--- src/rtl/bpa_pkg.sv ---
// Shared constants, codes and control structs for the bitmap page allocator.
// No dependencies.
package bpa_pkg;

  localparam int MAX_SPANS_DEF      = 3;
  localparam int PAGES_PER_SPAN_DEF = 4096;
  localparam int PAGE_BITS_DEF      = 12;

  localparam int REG_SPANS = 3;
  localparam int ADDR_W    = 52;
  localparam int FRAME_W   = 40;
  localparam int PAGES_W   = 13;
  localparam int CNT_W     = 14;
  localparam int WORD_BITS = 64;
  localparam int CFG_AW    = 6;
  localparam int CFG_DW    = 64;

  localparam logic [1:0] KIND_ALLOC    = 2'd0;
  localparam logic [1:0] KIND_ALLOC_AT = 2'd1;
  localparam logic [1:0] KIND_FREE     = 2'd2;

  localparam logic [1:0] TYPE_EPHEMERAL = 2'd1;
  localparam logic [1:0] TYPE_PAGETABLE = 2'd2;
  localparam logic [1:0] TYPE_PHYSBLOCK = 2'd3;

  localparam logic [2:0] ST_OK          = 3'd0;
  localparam logic [2:0] ST_OOM         = 3'd1;
  localparam logic [2:0] ST_NO_SPAN     = 3'd2;
  localparam logic [2:0] ST_ALLOCATED   = 3'd3;
  localparam logic [2:0] ST_NOT_ALLOCED = 3'd4;

  localparam logic [2:0] REG_SPAN_COUNT = 3'd0;
  localparam logic [2:0] REG_S0_START   = 3'd1;
  localparam logic [2:0] REG_S0_PAGES   = 3'd2;
  localparam logic [2:0] REG_S1_START   = 3'd3;
  localparam logic [2:0] REG_S1_PAGES   = 3'd4;
  localparam logic [2:0] REG_S2_START   = 3'd5;
  localparam logic [2:0] REG_S2_PAGES   = 3'd6;

  typedef struct packed {
    logic clear;
    logic start;
    logic scan;
    logic alloc_wr;
    logic oom;
    logic locate;
    logic lread;
    logic nospan;
    logic lexec;
    logic load_out;
  } bpa_cmd_t;

  typedef struct packed {
    logic clear_last;
    logic found;
    logic exhausted;
    logic hit;
  } bpa_sts_t;

endpackage

--- src/rtl/bpa_ctrl.sv ---
// Controller FSM: clear pass, request dispatch, scan/lookup sequencing, result hand-off.
// Depends on bpa_pkg.
module bpa_ctrl import bpa_pkg::*; (
  input  logic       clk,
  input  logic       rst,
  input  logic       req_valid,
  input  logic [1:0] req_kind,
  output logic       req_ready,
  output logic       rsp_valid,
  input  logic       rsp_ready,
  output bpa_cmd_t   cmd,
  input  bpa_sts_t   sts
);

  localparam logic [2:0] S_CLEAR = 3'd0;
  localparam logic [2:0] S_IDLE  = 3'd1;
  localparam logic [2:0] S_SCAN  = 3'd2;
  localparam logic [2:0] S_AWR   = 3'd3;
  localparam logic [2:0] S_LOC   = 3'd4;
  localparam logic [2:0] S_LRD   = 3'd5;
  localparam logic [2:0] S_LEXEC = 3'd6;
  localparam logic [2:0] S_RESP  = 3'd7;

  logic [2:0] state, state_next;
  logic       out_load;

  assign req_ready = (state == S_IDLE);
  assign out_load  = (state == S_RESP) && (!rsp_valid || rsp_ready);

  always_comb begin
    cmd        = '0;
    state_next = state;
    unique case (state)
      S_CLEAR: begin
        cmd.clear = 1'b1;
        if (sts.clear_last) state_next = S_IDLE;
      end
      S_IDLE: begin
        if (req_valid) begin
          cmd.start = 1'b1;
          unique case (req_kind)
            KIND_ALLOC:    state_next = S_SCAN;
            KIND_ALLOC_AT: state_next = S_LOC;
            KIND_FREE:     state_next = S_LOC;
            default:       state_next = S_RESP;
          endcase
        end
      end
      S_SCAN: begin
        cmd.scan = 1'b1;
        if (sts.found) begin
          state_next = S_AWR;
        end else if (sts.exhausted) begin
          cmd.oom    = 1'b1;
          state_next = S_RESP;
        end
      end
      S_AWR: begin
        cmd.alloc_wr = 1'b1;
        state_next   = S_RESP;
      end
      S_LOC: begin
        cmd.locate = 1'b1;
        state_next = S_LRD;
      end
      S_LRD: begin
        if (sts.hit) begin
          cmd.lread  = 1'b1;
          state_next = S_LEXEC;
        end else begin
          cmd.nospan = 1'b1;
          state_next = S_RESP;
        end
      end
      S_LEXEC: begin
        cmd.lexec  = 1'b1;
        state_next = S_RESP;
      end
      S_RESP: begin
        cmd.load_out = out_load;
        if (out_load) state_next = S_IDLE;
      end
      default: state_next = S_IDLE;
    endcase
  end

  always_ff @(posedge clk) begin
    if (rst) begin
      state     <= S_CLEAR;
      rsp_valid <= 1'b0;
    end else begin
      state <= state_next;
      if (out_load) begin
        rsp_valid <= 1'b1;
      end else if (rsp_ready) begin
        rsp_valid <= 1'b0;
      end
    end
  end

endmodule

--- config.mk ---
export PLATFORM = sky130hd
export DESIGN_NAME = bpa_ctrl
export DESIGN_NICKNAME = d
export VERILOG_FILES = /design/src/rtl/bpa_pkg.sv /design/src/rtl/bpa_ctrl.sv
export SDC_FILE = /design/constraint.sdc
export NUM_CORES = 1
export LEC_CHECK = 0
export BUFFER_PORTS_ARGS = -buffer_cell sky130_fd_sc_hd__buf_4
export CAP_MARGIN = 15
export CORE_AREA = 3 3 40 42
export DETAILED_ROUTE_END_ITERATION = 16
export DIE_AREA = 0 0 43 45
export PLACE_DENSITY_LB_ADDON = 0.25
export SLEW_MARGIN = 40
export SYNTH_ARGS = -nofsm -noshare
export SYNTH_HDL_FRONTEND = slang
export SYNTH_SLANG_ARGS = --single-unit
export TNS_END_PERCENT = 5
--- constraint.sdc ---
create_clock -name clk -period 1.2 [get_ports clk]
set_clock_uncertainty 0.05 [all_clocks]
set_input_delay 0.3 -clock clk [delete_from_list [all_inputs] [get_ports clk]]
set_output_delay 0.3 -clock clk [all_outputs]
set_load 0.01 [all_outputs]
; ---- Word level (Yosys, flattened, before mapping)
; Index checks and enable logic that the tools add are counted.
[totals]
mem_bits_ro = 0
register_bits = 4
mem_bits_rw = 0
mem_count = 0
in_bits = 10
latch_bits = 0
out_inout_bits = 12
elab_cells = 48
[op_classes]
n_reduce_logical = 9
eq_ne = 13
order_cmp = 0
bitwise_logic = 0
n_mul = 0
muxes = 24
div_mod_pow = 0
n_addsub = 0
shifts = 0
[ops]
columns = operator, n
row1 = $pmux 3 s7, 1
row2 = $mux 1, 16
row3 = $mux 3, 5
row4 = $eq 3x3->1 const B, 4
row5 = $eq 3x2->1 const B, 2
row6 = $ne 2x2->1 const B, 3
row7 = $pmux 3 s2, 1
row8 = $reduce_and 4->1, 1
row9 = $reduce_or 2->1, 2
row10 = $eq 3x1->1 const B, 1
row11 = $logic_not 3->1, 1
row12 = $ne 3x3->1 const B, 1
row13 = $eq 2x1->1 const B, 1
row14 = $eq 2x2->1 const B, 1
row15 = $logic_not 2->1, 1
row16 = $mux 2, 1
row17 = $reduce_bool 2->1, 1
row18 = $logic_and 1x1->1, 1
row19 = $logic_not 1->1, 1
row20 = $logic_or 1x1->1, 1

; ---- Depth between registers and ports, before layout
[logic_depth]
word_depth = 5
ltp_mapped = 5
depth_no_buf = 5

; ---- Worst setup path before layout
; OpenSTA, ideal clock, no wires.
[synth_path]
kind = register -> output
startpoint = reg state[1]
endpoint = out cmd[8] (netlist name)
path_slack_ns = -0.180
stages_incl_launch_ff = 4
path_buffers = 1
required_ns = 0.850
arrival_time_ns = 1.030
cell_sequence = dfxtp_1 -> buf_2 -> nor3_1 -> and2_1
[synth_rtl]
columns = item, line
row1 = start: declaration, bpa_ctrl.sv:24  ; logic [2:0] state, state_next;
row2 = start signal: assignment, bpa_ctrl.sv:92  ; state <= state_next;
row3 = end: declaration, bpa_ctrl.sv:11  ; output bpa_cmd_t cmd,

==> impl_metrics.toml <==
[sta]
fin_ws_ns = -0.267
setup_viol = 12
relSlewSlack = 0.838
max_freq_mhz = 681
worstMarginPinSlew_ns = 0.239
maxSlewViolCount = 0
rsz0062_at_grt = "true"
min_period_ns = 1.47
hold_viol_final = 0
finalCritPeriodShare = 1.22

[critical_path]
cpMostUsedCell = "buf_6"
critPathKind = "flop to output port"
crit_path_end_kind = "output port"
reg2reg_depth = 4
critPathMaxFanout = 5
critPathRequiredTime_ns = 0.85
cpPeakStageDelay_ns = 0.35
crit_chain = "buf_6, nor3_4, and2_4, buf_6"
worstPathArrival_ns = 1.12
startpoint_type = "flop"
cpMaxStageDelayCell = "dfxtp_4"

[yosys]
synth_nets = 58
synthXorXnorAreaFrac = 0
synth-compound-area-share = 0.126
synth_area_sq_um = 338
synthAdderAreaFrac = 0.0741
synth_top_area_share = 0.237
syn_inst = 46
async_reset_ff_frac = 0
synth_top_flop_cell = "dfxtp_1"
synth_top_family_by_area = "simple AND/OR/NAND/NOR gates"
synth-simple-area-share = 0.407
synth.avg_cell_area_sq_um = 7.34
yosys_warnings = 0
synth_area_leaders = "dfxtp_1, ha_1, nor2b_1"
ys_ff_latch = 4
ys_types = 24
synth_edf_count = 0
ys_top_cells_by_count = "nor3_1, dfxtp_1, inv_1, nor2_1, nor2b_1"
synth.most_common_cell = "nor3_1"
seq_area_frac_synth = 0.237
yosys.area.top_type = "dfxtp_1"
synth_mux_area_frac = 0

[pwr]
peakVddDrop_v = 0.000363
leakage_nw = 0.354
p_per_area_nw_per_um2 = 1060

[run_status]
outcome = "finished with violations"
violations = "setup timing"

[placed_design]
placed_cell_area_sq_um = 604
gp_congestion = 0.684
dpl.hpwl_microns = 758
portBuffers = 21

[grt]
globalRouteMet3Util = 0.0239
use_met2 = 0.240
antenna_found_initial = 0
grtUsageTotal = 0.128
grt_util_met1 = 0.149
grt_pass1_wl_mm = 1.87
grt_max_degree = 8
grt_busiest_layer = "met2"
gr-total-overflow = 0
grt_pass1_vias = 441

[clocking]
clk_latency_ns = 0.23
htreeDepth = 1
clock-root-buffer = "clkbuf_4"
clkTransAtPathRegs_ns = 0.04
cts_tree = "yes"
cts_buffers = 3
clock_path_buffers = 2
clock_sinks = 4
cts_hold_buffers = 0

[flow_run]
maxCapViolations = 0

[floorplan]
pin_count = 22
rows = 13
die-width_microns = 43
dieHeight_microns = 45
core_area_sq_um = 1280
die_area_sq_um = 1940
initial_core_util = 0.263

[routing]
detail_route.wl_per_cell_microns = 11.8
drcViolationCount = 0
drtIter0Drc = 3
drtPass1Iterations = 4
via_per_inst = 4.46
vias = 433
antenna_left = 0
drt-total-wl_mm = 1.15

[cells_and_area]
final_nets = 96
drive_gt1_frac = 0.634
finalInstanceArea_sq_um = 727
fillCellCount = 110
insertedDiodeCount = 0
multi_input_area_sq_um = 249
final-seq-area_sq_um = 91.3
final_util = 0.566
area_growth_syn_to_layout_pct = 115

[worst_hold_path]
min_path_type = "input pin to flop"
whs_path_depth = 2
-- logic make-up (layout without fill, tap and decap cells) --
group | after synthesis | in the layout
AND/OR/NAND/NOR | 24 | 24
buffers and inverters | 9 | 45
AO/OA/AOI/OAI | 7 | 7
flip-flops | 4 | 4
adder cells (fa/ha/maj) | 2 | 2
-- cells in the final DEF (no fill, tap or decap) --
master,synthesis,final
a21oi_1,2,2
a31oi_1,1,1
and2_4,0,2
and3_1,2,2
and3b_1,1,1
buf_12,0,1
buf_4,2,27
buf_6,1,9
clkbuf_4,0,3
dfxtp_1,4,1
dfxtp_4,0,3
ha_1,2,2
inv_1,4,3
inv_2,0,1
inv_4,1,1
nand2_1,1,1
nand2b_4,0,1
nand3_1,1,1
nor2_1,4,2
nor2_4,0,2
nor2b_1,4,4
nor3_1,5,4
nor3_4,0,1
nor3b_2,0,1
nor4b_1,1,1
o21ai_0,2,2
o21bai_1,1,1
o41ai_1,1,1
or4_1,1,1
-- state kept, by name (all words and copies together) (netlist names) --
| signal | flops |
|---|---|
| rsp_valid | 1 |
| state | 3 |
-- metrics by stage --
stage               power, mW  cells  hold slack (ns)  setup TNS, ns  worst slack (ns)
floorplan               0.357     46            0.322        -0.0617           -0.0288
global placement        0.516     90            0.444          -1.03            -0.146
detailed placement      0.518     90            0.447          -1.01            -0.159
CTS                     0.742     96            0.211          -2.26            -0.261
global route            0.823     97            0.219          -2.91            -0.326
finish                  0.770     97            0.212          -2.27            -0.267
-- final timing paths --
path                            startpoint         to  slack [ns]
worst min-delay path                   rst  rsp_valid        0.21
worst max register to register    state[2]   state[0]       -0.13
worst min register to register    state[0]   state[0]        0.46
worst max-delay path              state[2]     cmd[8]       -0.27
-- where the power goes --
| part | switching, mW | internal, mW |
|---|---|---|
| sequential | 0.0304 | 0.157 |
| clock | 0.0472 | 0.111 |
| combinational | 0.167 | 0.256 |
| total | 0.245 | 0.525 |
-- worst max-delay path, delay by kind of cell, from the launching register on --
| family | cells | cell delay, ns |
|---|---|---|
| flip-flops | 1 | 0.35 |
| buffers and inverters | 2 | 0.22 |
| AND/OR/NAND/NOR | 2 | 0.32 |
-- per-layer routing --
metal	routed length [microns]	vias to the layer above
met3	43	0
met2	655	11
met1	450	194
met5	0	-
met4	0	0
li1	-	228
-- repair_timing --
| action | 4_1_cts | 5_1_grt |
|---|---|---|
| pin swaps | 3 | 1 |
| gates cloned | 0 | 0 |
| setup buffers | 3 | 1 |
| gates resized for setup | 15 | 4 |
| endpoints found under the setup margin | 14 | 12 |
-- area by class of cell --
type                            count  share of cell area
Tap cell                           15              0.0258
Timing Repair Buffer               37               0.446
Multi-Input combinational cell     33               0.343
Sequential cell                     4               0.126
Clock buffer                        3              0.0310
Inverter                            5              0.0293
(Power assumes the default switching activity.)
